File: src/hw/rtl/plcd_pkg.sv
// Shared types and constants for the parallel LCD window writer.
package plcd_pkg;

	// Item kinds
	localparam logic [1:0] FUNC_COMMAND = 2'd0;
	localparam logic [1:0] FUNC_DATA    = 2'd1;
	localparam logic [1:0] FUNC_WINDOW  = 2'd2;

	// Configuration register indexes
	localparam logic [1:0] CFG_COLUMN_CMD   = 2'd0;
	localparam logic [1:0] CFG_ROW_CMD      = 2'd1;
	localparam logic [1:0] CFG_MEMWRITE_CMD = 2'd2;

	// Reset values of the command registers
	localparam logic [7:0] COLUMN_CMD_RST   = 8'd42;
	localparam logic [7:0] ROW_CMD_RST      = 8'd43;
	localparam logic [7:0] MEMWRITE_CMD_RST = 8'd44;

	// Window burst steps: column command plus four bytes, row command plus four
	// bytes, then the memory-write command.
	localparam int STEP_W = 4;
	localparam logic [STEP_W-1:0] STEP_COL_CMD   = 4'd0;
	localparam logic [STEP_W-1:0] STEP_COL_FHI   = 4'd1;
	localparam logic [STEP_W-1:0] STEP_COL_FLO   = 4'd2;
	localparam logic [STEP_W-1:0] STEP_COL_SHI   = 4'd3;
	localparam logic [STEP_W-1:0] STEP_COL_SLO   = 4'd4;
	localparam logic [STEP_W-1:0] STEP_ROW_CMD   = 4'd5;
	localparam logic [STEP_W-1:0] STEP_ROW_FHI   = 4'd6;
	localparam logic [STEP_W-1:0] STEP_ROW_FLO   = 4'd7;
	localparam logic [STEP_W-1:0] STEP_ROW_SHI   = 4'd8;
	localparam logic [STEP_W-1:0] STEP_ROW_SLO   = 4'd9;
	localparam logic [STEP_W-1:0] STEP_MEMWR_CMD = 4'd10;

	typedef struct packed {
		logic [15:0] left;
		logic [15:0] right;
		logic [15:0] top;
		logic [15:0] bottom;
	} window_t;

	typedef struct packed {
		logic [7:0] column_cmd;
		logic [7:0] row_cmd;
		logic [7:0] memwrite_cmd;
	} cmd_cfg_t;

	typedef struct packed {
		logic col_chg;
		logic row_chg;
	} plan_t;

	typedef struct packed {
		logic [7:0] bus_byte;
		logic       dc_level;
		logic       last;
	} beat_t;

endpackage

File: src/hw/rtl/plcd_cache.sv
// Cached column/row ranges and the compare against the pending window.
module plcd_cache import plcd_pkg::*; (
	input  logic    clk,
	input  logic    arst_n,
	input  window_t win,
	input  logic    update,
	output plan_t   plan
);

	window_t cache_q;

	always_comb begin
		plan.col_chg = (cache_q.left != win.left) || (cache_q.right != win.right);
		plan.row_chg = (cache_q.top != win.top) || (cache_q.bottom != win.bottom);
	end

	always_ff @(posedge clk or negedge arst_n) begin
		if (!arst_n) begin
			cache_q <= '0;
		end else if (update) begin
			if (plan.col_chg) begin
				cache_q.left  <= win.left;
				cache_q.right <= win.right;
			end
			if (plan.row_chg) begin
				cache_q.top    <= win.top;
				cache_q.bottom <= win.bottom;
			end
		end
	end

endmodule

File: src/hw/rtl/plcd_burst.sv
// Beat sequencer: turns the held item into one bus write per cycle while the output register is free.
module plcd_burst import plcd_pkg::*; (
	input  logic       clk,
	input  logic       arst_n,
	input  logic [1:0] func,
	input  logic [7:0] byte_value,
	input  logic       write_request,
	input  window_t    win,
	input  plan_t      plan,
	input  cmd_cfg_t   cmds,
	input  logic       advance,
	output logic       has_beats,
	output beat_t      beat
);

	logic [STEP_W-1:0] step_q;
	logic [STEP_W-1:0] step;
	logic [STEP_W-1:0] step_nxt;
	logic              is_window;

	assign is_window = (func == FUNC_WINDOW) && write_request;
	assign has_beats = (func == FUNC_COMMAND) || (func == FUNC_DATA) || is_window;

	// step_q == 0 means a fresh item: skip ranges that match the cache
	always_comb begin
		if (step_q == STEP_COL_CMD) begin
			if (plan.col_chg) begin
				step = STEP_COL_CMD;
			end else if (plan.row_chg) begin
				step = STEP_ROW_CMD;
			end else begin
				step = STEP_MEMWR_CMD;
			end
		end else begin
			step = step_q;
		end
	end

	always_comb begin
		if (step == STEP_COL_SLO) begin
			step_nxt = plan.row_chg ? STEP_ROW_CMD : STEP_MEMWR_CMD;
		end else begin
			step_nxt = step + 1'b1;
		end
	end

	always_comb begin
		beat.last = 1'b1;
		if (func == FUNC_COMMAND) begin
			beat.bus_byte = byte_value;
			beat.dc_level = 1'b0;
		end else if (func == FUNC_DATA) begin
			beat.bus_byte = byte_value;
			beat.dc_level = 1'b1;
		end else begin
			beat.dc_level = 1'b1;
			beat.last     = 1'b0;
			case (step)
				STEP_COL_CMD: begin
					beat.bus_byte = cmds.column_cmd;
					beat.dc_level = 1'b0;
				end
				STEP_COL_FHI: beat.bus_byte = win.left[15:8];
				STEP_COL_FLO: beat.bus_byte = win.left[7:0];
				STEP_COL_SHI: beat.bus_byte = win.right[15:8];
				STEP_COL_SLO: beat.bus_byte = win.right[7:0];
				STEP_ROW_CMD: begin
					beat.bus_byte = cmds.row_cmd;
					beat.dc_level = 1'b0;
				end
				STEP_ROW_FHI: beat.bus_byte = win.top[15:8];
				STEP_ROW_FLO: beat.bus_byte = win.top[7:0];
				STEP_ROW_SHI: beat.bus_byte = win.bottom[15:8];
				STEP_ROW_SLO: beat.bus_byte = win.bottom[7:0];
				default: begin
					beat.bus_byte = cmds.memwrite_cmd;
					beat.dc_level = 1'b0;
					beat.last     = 1'b1;
				end
			endcase
		end
	end

	always_ff @(posedge clk or negedge arst_n) begin
		if (!arst_n) begin
			step_q <= STEP_COL_CMD;
		end else if (advance && has_beats) begin
			step_q <= beat.last ? STEP_COL_CMD : step_nxt;
		end
	end

endmodule

File: src/hw/rtl/parallel_lcd_window_writer.sv
// Top level of the 8080-style LCD write front end.
//
//  channel   dir   handshake            payload
//  in        in    in_valid/in_ready    func byte_value left right top bottom write_request
//  out       out   out_valid/out_ready  bus_byte dc_level last
//  cfg       in    cfg_we               cfg_index cfg_data
//
// Command and data items are one bus beat each and can follow back to back.
// A window write item gives 1 to 11 bus beats, set by the beat
// sequencer; input is held off during the burst.
// Reset clears the range cache and loads the default command bytes.
// The output register stalls on out_ready low; the input stage then fills and stalls.
module parallel_lcd_window_writer import plcd_pkg::*; (
	input  logic        clk,
	input  logic        arst_n,
	input  logic        in_valid,
	output logic        in_ready,
	input  logic [1:0]  func,
	input  logic [7:0]  byte_value,
	input  logic [15:0] left,
	input  logic [15:0] right,
	input  logic [15:0] top,
	input  logic [15:0] bottom,
	input  logic        write_request,
	output logic        out_valid,
	input  logic        out_ready,
	output logic [7:0]  bus_byte,
	output logic        dc_level,
	output logic        last,
	input  logic        cfg_we,
	input  logic [1:0]  cfg_index,
	input  logic [7:0]  cfg_data
);

	cmd_cfg_t   cmds_q;
	logic       valid_s1;
	logic [1:0] func_s1;
	logic [7:0] byte_s1;
	logic       wr_s1;
	window_t    win_s1;
	plan_t      plan;
	beat_t      beat;
	beat_t      out_q;
	logic       has_beats;
	logic       out_free;
	logic       advance;
	logic       retire;
	logic       cache_upd;

	assign out_free  = !out_valid || out_ready;
	assign advance   = valid_s1 && out_free;
	// beatless items (read window, unused kind) drop out right away
	assign retire    = valid_s1 && (!has_beats || (out_free && beat.last));
	assign cache_upd = retire && (func_s1 == FUNC_WINDOW) && wr_s1;
	assign in_ready  = !valid_s1 || retire;

	always_ff @(posedge clk or negedge arst_n) begin
		if (!arst_n) begin
			cmds_q.column_cmd   <= COLUMN_CMD_RST;
			cmds_q.row_cmd      <= ROW_CMD_RST;
			cmds_q.memwrite_cmd <= MEMWRITE_CMD_RST;
		end else if (cfg_we) begin
			case (cfg_index)
				CFG_COLUMN_CMD:   cmds_q.column_cmd   <= cfg_data;
				CFG_ROW_CMD:      cmds_q.row_cmd      <= cfg_data;
				CFG_MEMWRITE_CMD: cmds_q.memwrite_cmd <= cfg_data;
				default:          ;
			endcase
		end
	end

	always_ff @(posedge clk or negedge arst_n) begin
		if (!arst_n) begin
			valid_s1 <= 1'b0;
		end else if (in_ready) begin
			valid_s1 <= in_valid;
		end
	end

	always_ff @(posedge clk) begin
		if (in_ready && in_valid) begin
			func_s1       <= func;
			byte_s1       <= byte_value;
			wr_s1         <= write_request;
			win_s1.left   <= left;
			win_s1.right  <= right;
			win_s1.top    <= top;
			win_s1.bottom <= bottom;
		end
	end

	plcd_cache u_cache (
		.clk    (clk),
		.arst_n (arst_n),
		.win    (win_s1),
		.update (cache_upd),
		.plan   (plan)
	);

	plcd_burst u_burst (
		.clk           (clk),
		.arst_n        (arst_n),
		.func          (func_s1),
		.byte_value    (byte_s1),
		.write_request (wr_s1),
		.win           (win_s1),
		.plan          (plan),
		.cmds          (cmds_q),
		.advance       (advance),
		.has_beats     (has_beats),
		.beat          (beat)
	);

	always_ff @(posedge clk or negedge arst_n) begin
		if (!arst_n) begin
			out_valid <= 1'b0;
		end else if (out_free) begin
			out_valid <= valid_s1 && has_beats;
		end
	end

	always_ff @(posedge clk) begin
		if (advance && has_beats) begin
			out_q <= beat;
		end
	end

	assign bus_byte = out_q.bus_byte;
	assign dc_level = out_q.dc_level;
	assign last     = out_q.last;

endmodule
File: config.mk
export PLATFORM = sky130hd
export DESIGN_NAME = parallel_lcd_window_writer
export DESIGN_NICKNAME = d
export VERILOG_FILES = /design/src/hw/rtl/plcd_pkg.sv /design/src/hw/rtl/plcd_cache.sv /design/src/hw/rtl/plcd_burst.sv /design/src/hw/rtl/parallel_lcd_window_writer.sv
export SDC_FILE = /design/constraint.sdc
export NUM_CORES = 1
export LEC_CHECK = 0
export BUFFER_PORTS_ARGS = -buffer_cell sky130_fd_sc_hd__buf_2
export CORE_UTILIZATION = 58
export CTS_CLUSTER_SIZE = 28
export DETAILED_ROUTE_END_ITERATION = 8
export GPL_ROUTABILITY_DRIVEN = 0
export PLACE_DENSITY = 0.76
export RECOVER_POWER = 25
export SETUP_SLACK_MARGIN = 0.4
export SLEW_MARGIN = 25
export SYNTH_ARGS = -nofsm -noshare
export SYNTH_HDL_FRONTEND = slang
export SYNTH_SLANG_ARGS = --single-unit
File: constraint.sdc
create_clock -name clk -period 11.6 [get_ports clk]
set_input_delay 1.16 -clock clk [delete_from_list [all_inputs] [get_ports clk]]
set_output_delay 1.16 -clock clk [all_outputs]
set_load 0.03 [all_outputs]
Yosys cells after proc, flatten, opt, wreduce, memory -nomap -nowiden
Index checks and enable logic that the tools add are counted.
{ "word_totals": {"out_inout_bits": 12, "wordCells": 80, "input_bits": 90, "ff_bits": 179} }
{ "classes": {"reduce_logical": 30, "addsub": 1, "n_eq_ne": 17, "mux": 12} }
{ "ops": {"columns": ["op", "count"], "rows": [
  ["$pmux W8 S10", 1],
  ["$ne A16 B16 Y1", 4],
  ["$mux W4", 5],
  ["$mux W9", 2],
  ["$eq A4 B3 Y1 const B", 4],
  ["$reduce_and A2 Y1", 5],
  ["$reduce_or A10 Y1", 1],
  ["$logic_and A1 B1 Y1", 9],
  ["$eq A4 B2 Y1 const B", 2],
  ["$eq A4 B4 Y1 const B", 2],
  ["$logic_not A4 Y1", 2],
  ["$reduce_or A8 Y1", 1],
  ["$logic_or A1 B1 Y1", 7],
  ["$add A4 B1 Y4 const B", 1],
  ["$eq A2 B1 Y1 const B", 2],
  ["$eq A2 B2 Y1 const B", 2],
  ["$eq A4 B1 Y1 const B", 1],
  ["$logic_not A2 Y1", 2],
  ["$mux W1", 4],
  ["$logic_not A1 Y1", 3]
]} }

Depth between registers and ports, before layout
{ "logic_depth": {"depth_word": 16, "depth_mapped": 19, "mapped_depth_nobuf": 17} }

Hierarchy
From an unflattened synthesis, not the netlist that was laid out.
{ "hier_totals": {"cells_unflattened": 557, "area_unflattened_um2": 8021.4} }
{ "by_module_without_submodules": {"columns": ["mod", "seq_area_each_um2", "area_per_inst_um2", "n_inst", "cells_per_inst"], "rows": [
  ["parallel_lcd_window_writer", 3215.6, 3592.2, 1, 150],
  ["plcd_cache", 1601.5, 3129.3, 1, 222],
  ["plcd_burst", 100.1, 1300.0, 1, 185]
]} }

Worst setup path before layout
Ideal clock, no wire load.
{ "synth_path": {"path_type": "register to register", "from": "register win_s1[49] in the netlist's numbering", "to": "register byte_s1[0], enable pin", "slack_ns": 2.334, "arrival_ns": 8.654, "required_ns": 10.988, "n_path_buf": 2, "setup_ns": 0.612, "path_stages_with_launch": 19, "period_less_slack_ns": 9.266, "cell_sequence": "edfxtp_1 xor2_1 nor4_1 nand4_1 or3_4 nor2_1 or2_2 inv_1 ha_1 clkbuf_1 o21bai_1 nand2b_1 a22oi_1 nor2b_1 a221o_1 and3_1 buf_2 a21boi_2 o21ai_0"} }
{ "synth_via": {"elab_chain_cells": 14, "word_cells_on_any_way": 23, "cone_classes": "eq/ne (10); mux (5); reduce/logical (8)"} }
{ "synth_rtl": {"columns": ["element", "line", "text"], "rows": [
  ["start: declaration", "parallel_lcd_window_writer.sv:40", "window_t win_s1;"],
  ["$ne A16 B16 Y1 *", "plcd_cache.sv:13", "plan.col_chg = (cache_q.left != win.left) || (cache_q.right != win.right);"],
  ["$logic_or A1 B1 Y1 *", "plcd_cache.sv:13", null],
  ["$mux W4 *", "plcd_burst.sv:27", "if (plan.col_chg) begin"],
  ["$mux W4 *", "plcd_burst.sv:26", "if (step_q == STEP_COL_CMD) begin"],
  ["$eq A4 B1 Y1 (tied with other cells)", "plcd_burst.sv:58", "case (step)"],
  ["$reduce_or A10 Y1 (no line) *", null, null],
  ["$mux W1 *", "plcd_burst.sv:58", null],
  ["$mux W1 *", "plcd_burst.sv:52", "end else if (func == FUNC_DATA) begin"],
  ["$mux W1 *", "plcd_burst.sv:49", "if (func == FUNC_COMMAND) begin"],
  ["$logic_and A1 B1 Y1 *", "parallel_lcd_window_writer.sv:53", "assign retire = valid_s1 && (!has_beats || (out_free && beat.last));"],
  ["$logic_or A1 B1 Y1 *", "parallel_lcd_window_writer.sv:53", null],
  ["$logic_and A1 B1 Y1 *", "parallel_lcd_window_writer.sv:53", null],
  ["$logic_or A1 B1 Y1 *", "parallel_lcd_window_writer.sv:55", "assign in_ready = !valid_s1 || retire;"],
  ["$logic_and A1 B1 Y1 *", "parallel_lcd_window_writer.sv:81", "if (in_ready && in_valid) begin"],
  ["end signal: assignment", "parallel_lcd_window_writer.sv:83", "byte_s1 <= byte_value;"],
  ["end: declaration", "parallel_lcd_window_writer.sv:38", "logic [7:0] byte_s1;"]
]} }
Every way passes the cells marked *; elsewhere a longest branch is shown, timed or not.
A chain may end at the register's enable or synchronous reset.

Final worst setup path
{ "layout_path": {"from": "register win_s1[49] in the netlist's numbering", "to": "output port in_ready"} }
{ "layout_via": {"elab_chain_cells": 13, "word_cells_on_any_way": 22, "cone_classes": "eq/ne (10); mux (5); reduce/logical (7)"} }
{ "layout_rtl": {"columns": ["element", "line", "text"], "rows": [
  ["$ne A16 B16 Y1 *", "plcd_cache.sv:13", null],
  ["$logic_or A1 B1 Y1 *", "plcd_cache.sv:13", null],
  ["$mux W4 *", "plcd_burst.sv:27", null],
  ["$mux W4 *", "plcd_burst.sv:26", null],
  ["$eq A4 B1 Y1 (tied with other cells)", "plcd_burst.sv:58", null],
  ["$reduce_or A10 Y1 (no line) *", null, null],
  ["$mux W1 *", "plcd_burst.sv:58", null],
  ["$mux W1 *", "plcd_burst.sv:52", null],
  ["$mux W1 *", "plcd_burst.sv:49", null],
  ["$logic_and A1 B1 Y1 *", "parallel_lcd_window_writer.sv:53", null],
  ["$logic_or A1 B1 Y1 *", "parallel_lcd_window_writer.sv:53", null],
  ["$logic_and A1 B1 Y1 *", "parallel_lcd_window_writer.sv:53", null],
  ["$logic_or A1 B1 Y1 *", "parallel_lcd_window_writer.sv:55", null],
  ["end: declaration", "parallel_lcd_window_writer.sv:17", "output logic in_ready,"]
]} }
Marks and branches as above.

==> summary.txt <==
CTS
  – # clock sinks: 179
  – TritonCTS Buffers: 17
  – Postcts setup bufs: 0
  – Clock root cell: clkbuf_16
  – Worst-path clk slew: 0.07 ns
  – CTS Buffer Depth: 2
  – Clk_lat worst skew: 0.45 ns
  – Post_cts resized: 0
  – H-tree depth reported by CTS: 4
  – Hold Buf Count CTS: 0
  – CTS tree: built

Global routing
  – First-pass GRT wire length: 28990 um
  – Largest net degree at the start of global routing: 53
  – Vias in the first global route: 5414
  – GRT Total Usage: 28.09%
  – Initial antenna violation count: 0
  – Total global routing overflow: 0

Pwr
  – PD cells: 238.4 nW/um2
  – Worst vdd ir: 160.1 uV
  – Leakage power: 3.801 nW

Timing
  – TNS Setup: 0 ns
  – Final hold vios: 0
  – Max-slew headroom: -60.78%
  – Fmax: 150.8 MHz
  – Slew Limit Fails: 44
  – Clk_skew: 0.009740 ns
  – Final period util: 57.18%
  – Slew at the pin closest to its max-slew limit: 2.412 ns
  – Fin Hold WS: 0.5077 ns
  – RSZ-0062 raised after global routing: no
  – Tmin final: 6.633 ns
  – Final Setup Violations: 0

Die
  – DIE WIDTH: 119.4 um
  – Die ar.: 14260 um2
  – Row count: 42
  – Starting density of the core: 59.89%
  – # IOs: 102
  – Core area: 13350 um2
  – Vert. Die Dim: 119.4 um

Yosys
  – Post-synth cell types: 55
  – YS warnings: 0
  – Most frequent cells after synthesis: 85 x edfxtp_1, 84 x dfrtp_1, 71 x mux2_2
  – Post-Syn Area per Cell: 14.12 um2
  – Mapped Cells: 566
  – Yosys top cell area share: 31.93%
  – Register area share after synthesis: 61.51%
  – Syn nets: 658
  – Synth async-reset ratio: 52.51%
  – Synth Cell Area: 7994 um2
  – Post-synth top area cell: edfxtp_1
  – Ranking of synthesized cells by area: edfxtp_1 32%, dfrtp_1 26%, mux2_2 10%
  – Yosys reg bits: 179
  – Most frequent cell after synthesis: edfxtp_1
  – Main synth FF type: edfxtp_1
  – Post-synth EDFFs: 85

Cells and area
  – Final net count: 763
  – Fraction of layout cells with a size suffix above 1: 32.46%
  – Antenna Cells: 0
  – Area Overhead vs Synth: 15.98%

Critical path
  – Worst EP arrival: 5.47 ns
  – Crit end category: output port
  – CP Class: reg2out
  – Register-to-register setup slack: 5.37 ns
  – WP data required: 10.44 ns
  – CP max FO: 11
  – R2r endpoint: win_s1[49]
  – R2R cell count: 14
  – Critical path startpoint category: register
  – R2R Path Start: win_s1[49]

Route
  – DRT antenna net count: 0
  – Routed Wire Length: 18650 um
  – DRT Pass-1 Iters: 6
  – Detailed-route via count: 5297
  – Vias per inst: 6.159
  – Drt wl/cell: 21.68 um
  – DRC: 0
  – Drt initial violations: 588

Min path
  – Worst Hold Class: reg2reg
  – Hold Crit Start: cmds_q[4]
  – Min-Delay Endpoint: cmds_q[4]
  – WHS Path Cells: 1

Placed design
  – Hpwl dp: 13640 um
  – Port Buffers: 101

Status
  – Status: finished with violations
  – Failing checks: max-capacitance violations, max-slew violations

Flow run
  – Reported max-cap violation count: 1
[kinds of logic after synthesis]
logic type | count (synthesis) | share of synthesized area [%]
DFF | 179 | 61.51
and+or+nand+nor | 120 | 8.530
muxes | 88 | 12.40
AOI/OAI and AO/OA | 87 | 8.655
xor gates and xnor gates | 65 | 7.122
buffers and inverters | 25 | 1.471
adders and majority gates | 2 | 0.3130
[sequential cells by signal (all words and copies together) (netlist names), 2 cells and up]
name	cells
byte_s1	8
win_s1	64
func_s1	2
u_cache.cache_q	64
bus_byte	8
u_burst.step_q	4
cmds_q	24
[worst max-delay path by stage]
stage	startpoint	end	cells after the start
after detailed placement	win_s1[49]	win_s1[49]	14
after CTS	win_s1[49]	in_ready	15
after global placement	win_s1[49]	win_s1[49]	14
after floorplan	win_s1[49]	byte_s1[0]	18
after global routing	win_s1[49]	in_ready	15
final	win_s1[49]	in_ready	15
[layer usage]
layer | global-route usage [%] | up-vias | part of all wire (%)
li1 | - | 2372 | -
met1 | 35.35 | 2603 | 42
met2 | 44.00 | 266 | 47
met3 | 8.716 | 56 | 7.3
met4 | 14.22 | 0 | 3.9
met5 | 0 | - | 0
[area by class of cell]
| type | count | area (um2) |
|---|---|---|
| Sequential cell | 179 | 4917 |
| Fill cell | 955 | 4076 |
| Multi-Input combinational cell | 362 | 2982 |
| Timing Repair Buffer | 107 | 539.3 |
| Clock buffer | 17 | 425.4 |
| Tap cell | 176 | 220.2 |
| Clock inverter | 15 | 172.7 |
| Inverter | 4 | 15.01 |
[placed cells by master (no fill, tap or decap), types with 3 or more instances in the layout]
cell / synthesis / final
and3_1: 3 / 3
o21ai_0: 5 / 4
clkbuf_1: 11 / 9
buf_4: 3 / 6
xor2_1: 33 / 33
a32oi_1: 4 / 4
dfstp_2: 10 / 10
a41oi_1: 4 / 4
dfrtp_1: 84 / 84
nor4_1: 11 / 11
nand2_1: 24 / 24
nand4_1: 15 / 15
nand3_1: 12 / 12
mux2_2: 71 / 71
nor2b_1: 9 / 9
o211ai_1: 6 / 6
clkinvlp_4: 0 / 3
a222oi_1: 6 / 6
a22oi_1: 10 / 10
and2_1: 5 / 5
clkinv_8: 0 / 3
nor3_1: 5 / 5
a21oi_1: 9 / 9
buf_2: 4 / 92
nor2_1: 21 / 21
a22o_1: 13 / 13
inv_6: 0 / 4
a221oi_1: 5 / 5
inv_1: 3 / 3
mux2_1: 17 / 17
clkbuf_16: 0 / 17
edfxtp_1: 85 / 85
nand2b_1: 5 / 5
xnor2_1: 32 / 32
a221o_1: 7 / 7
[stage by stage]
| step | instance area (um2) | setup slack, ns | power [mW] | utilization [%] | std cells |
|---|---|---|---|---|---|
| final | 9271 | 4.967 | 2.211 | 69.46 | 860 |
| after global routing | 9271 | 4.731 | 2.310 | 69.46 | 860 |
| after CTS | 9280 | 5.099 | 2.214 | 69.53 | 860 |
| after detailed placement | 8682 | 5.467 | 1.642 | 65.05 | 828 |
| after global placement | 8682 | 5.645 | 1.616 | 65.05 | 828 |
| after floorplan | 7994 | 2.334 | 1.461 | - | 566 |
[worst max-delay path: stages (launching register included)]
cell and delay, ns:
edfxtp_1 0.48, xor2_1 0.20, nor4_1 0.38, nand4_1 0.28, or3_4 0.47, a21oi_1 0.59, nor2_1 0.14, inv_1 0.09
ha_1 0.39, nor2b_1 0.62, and3_1 0.25, o21ai_1 0.10, and3_1 0.33, a21boi_2 0.36, o21ai_0 0.15, buf_2 0.19
[report_power, final]
| part | internal, mW | switching [mW] |
|---|---|---|
| clock network | 0.306 | 0.264 |
| registers | 0.888 | 0.165 |
| logic | 0.260 | 0.328 |
(Power assumes the default switching activity.)
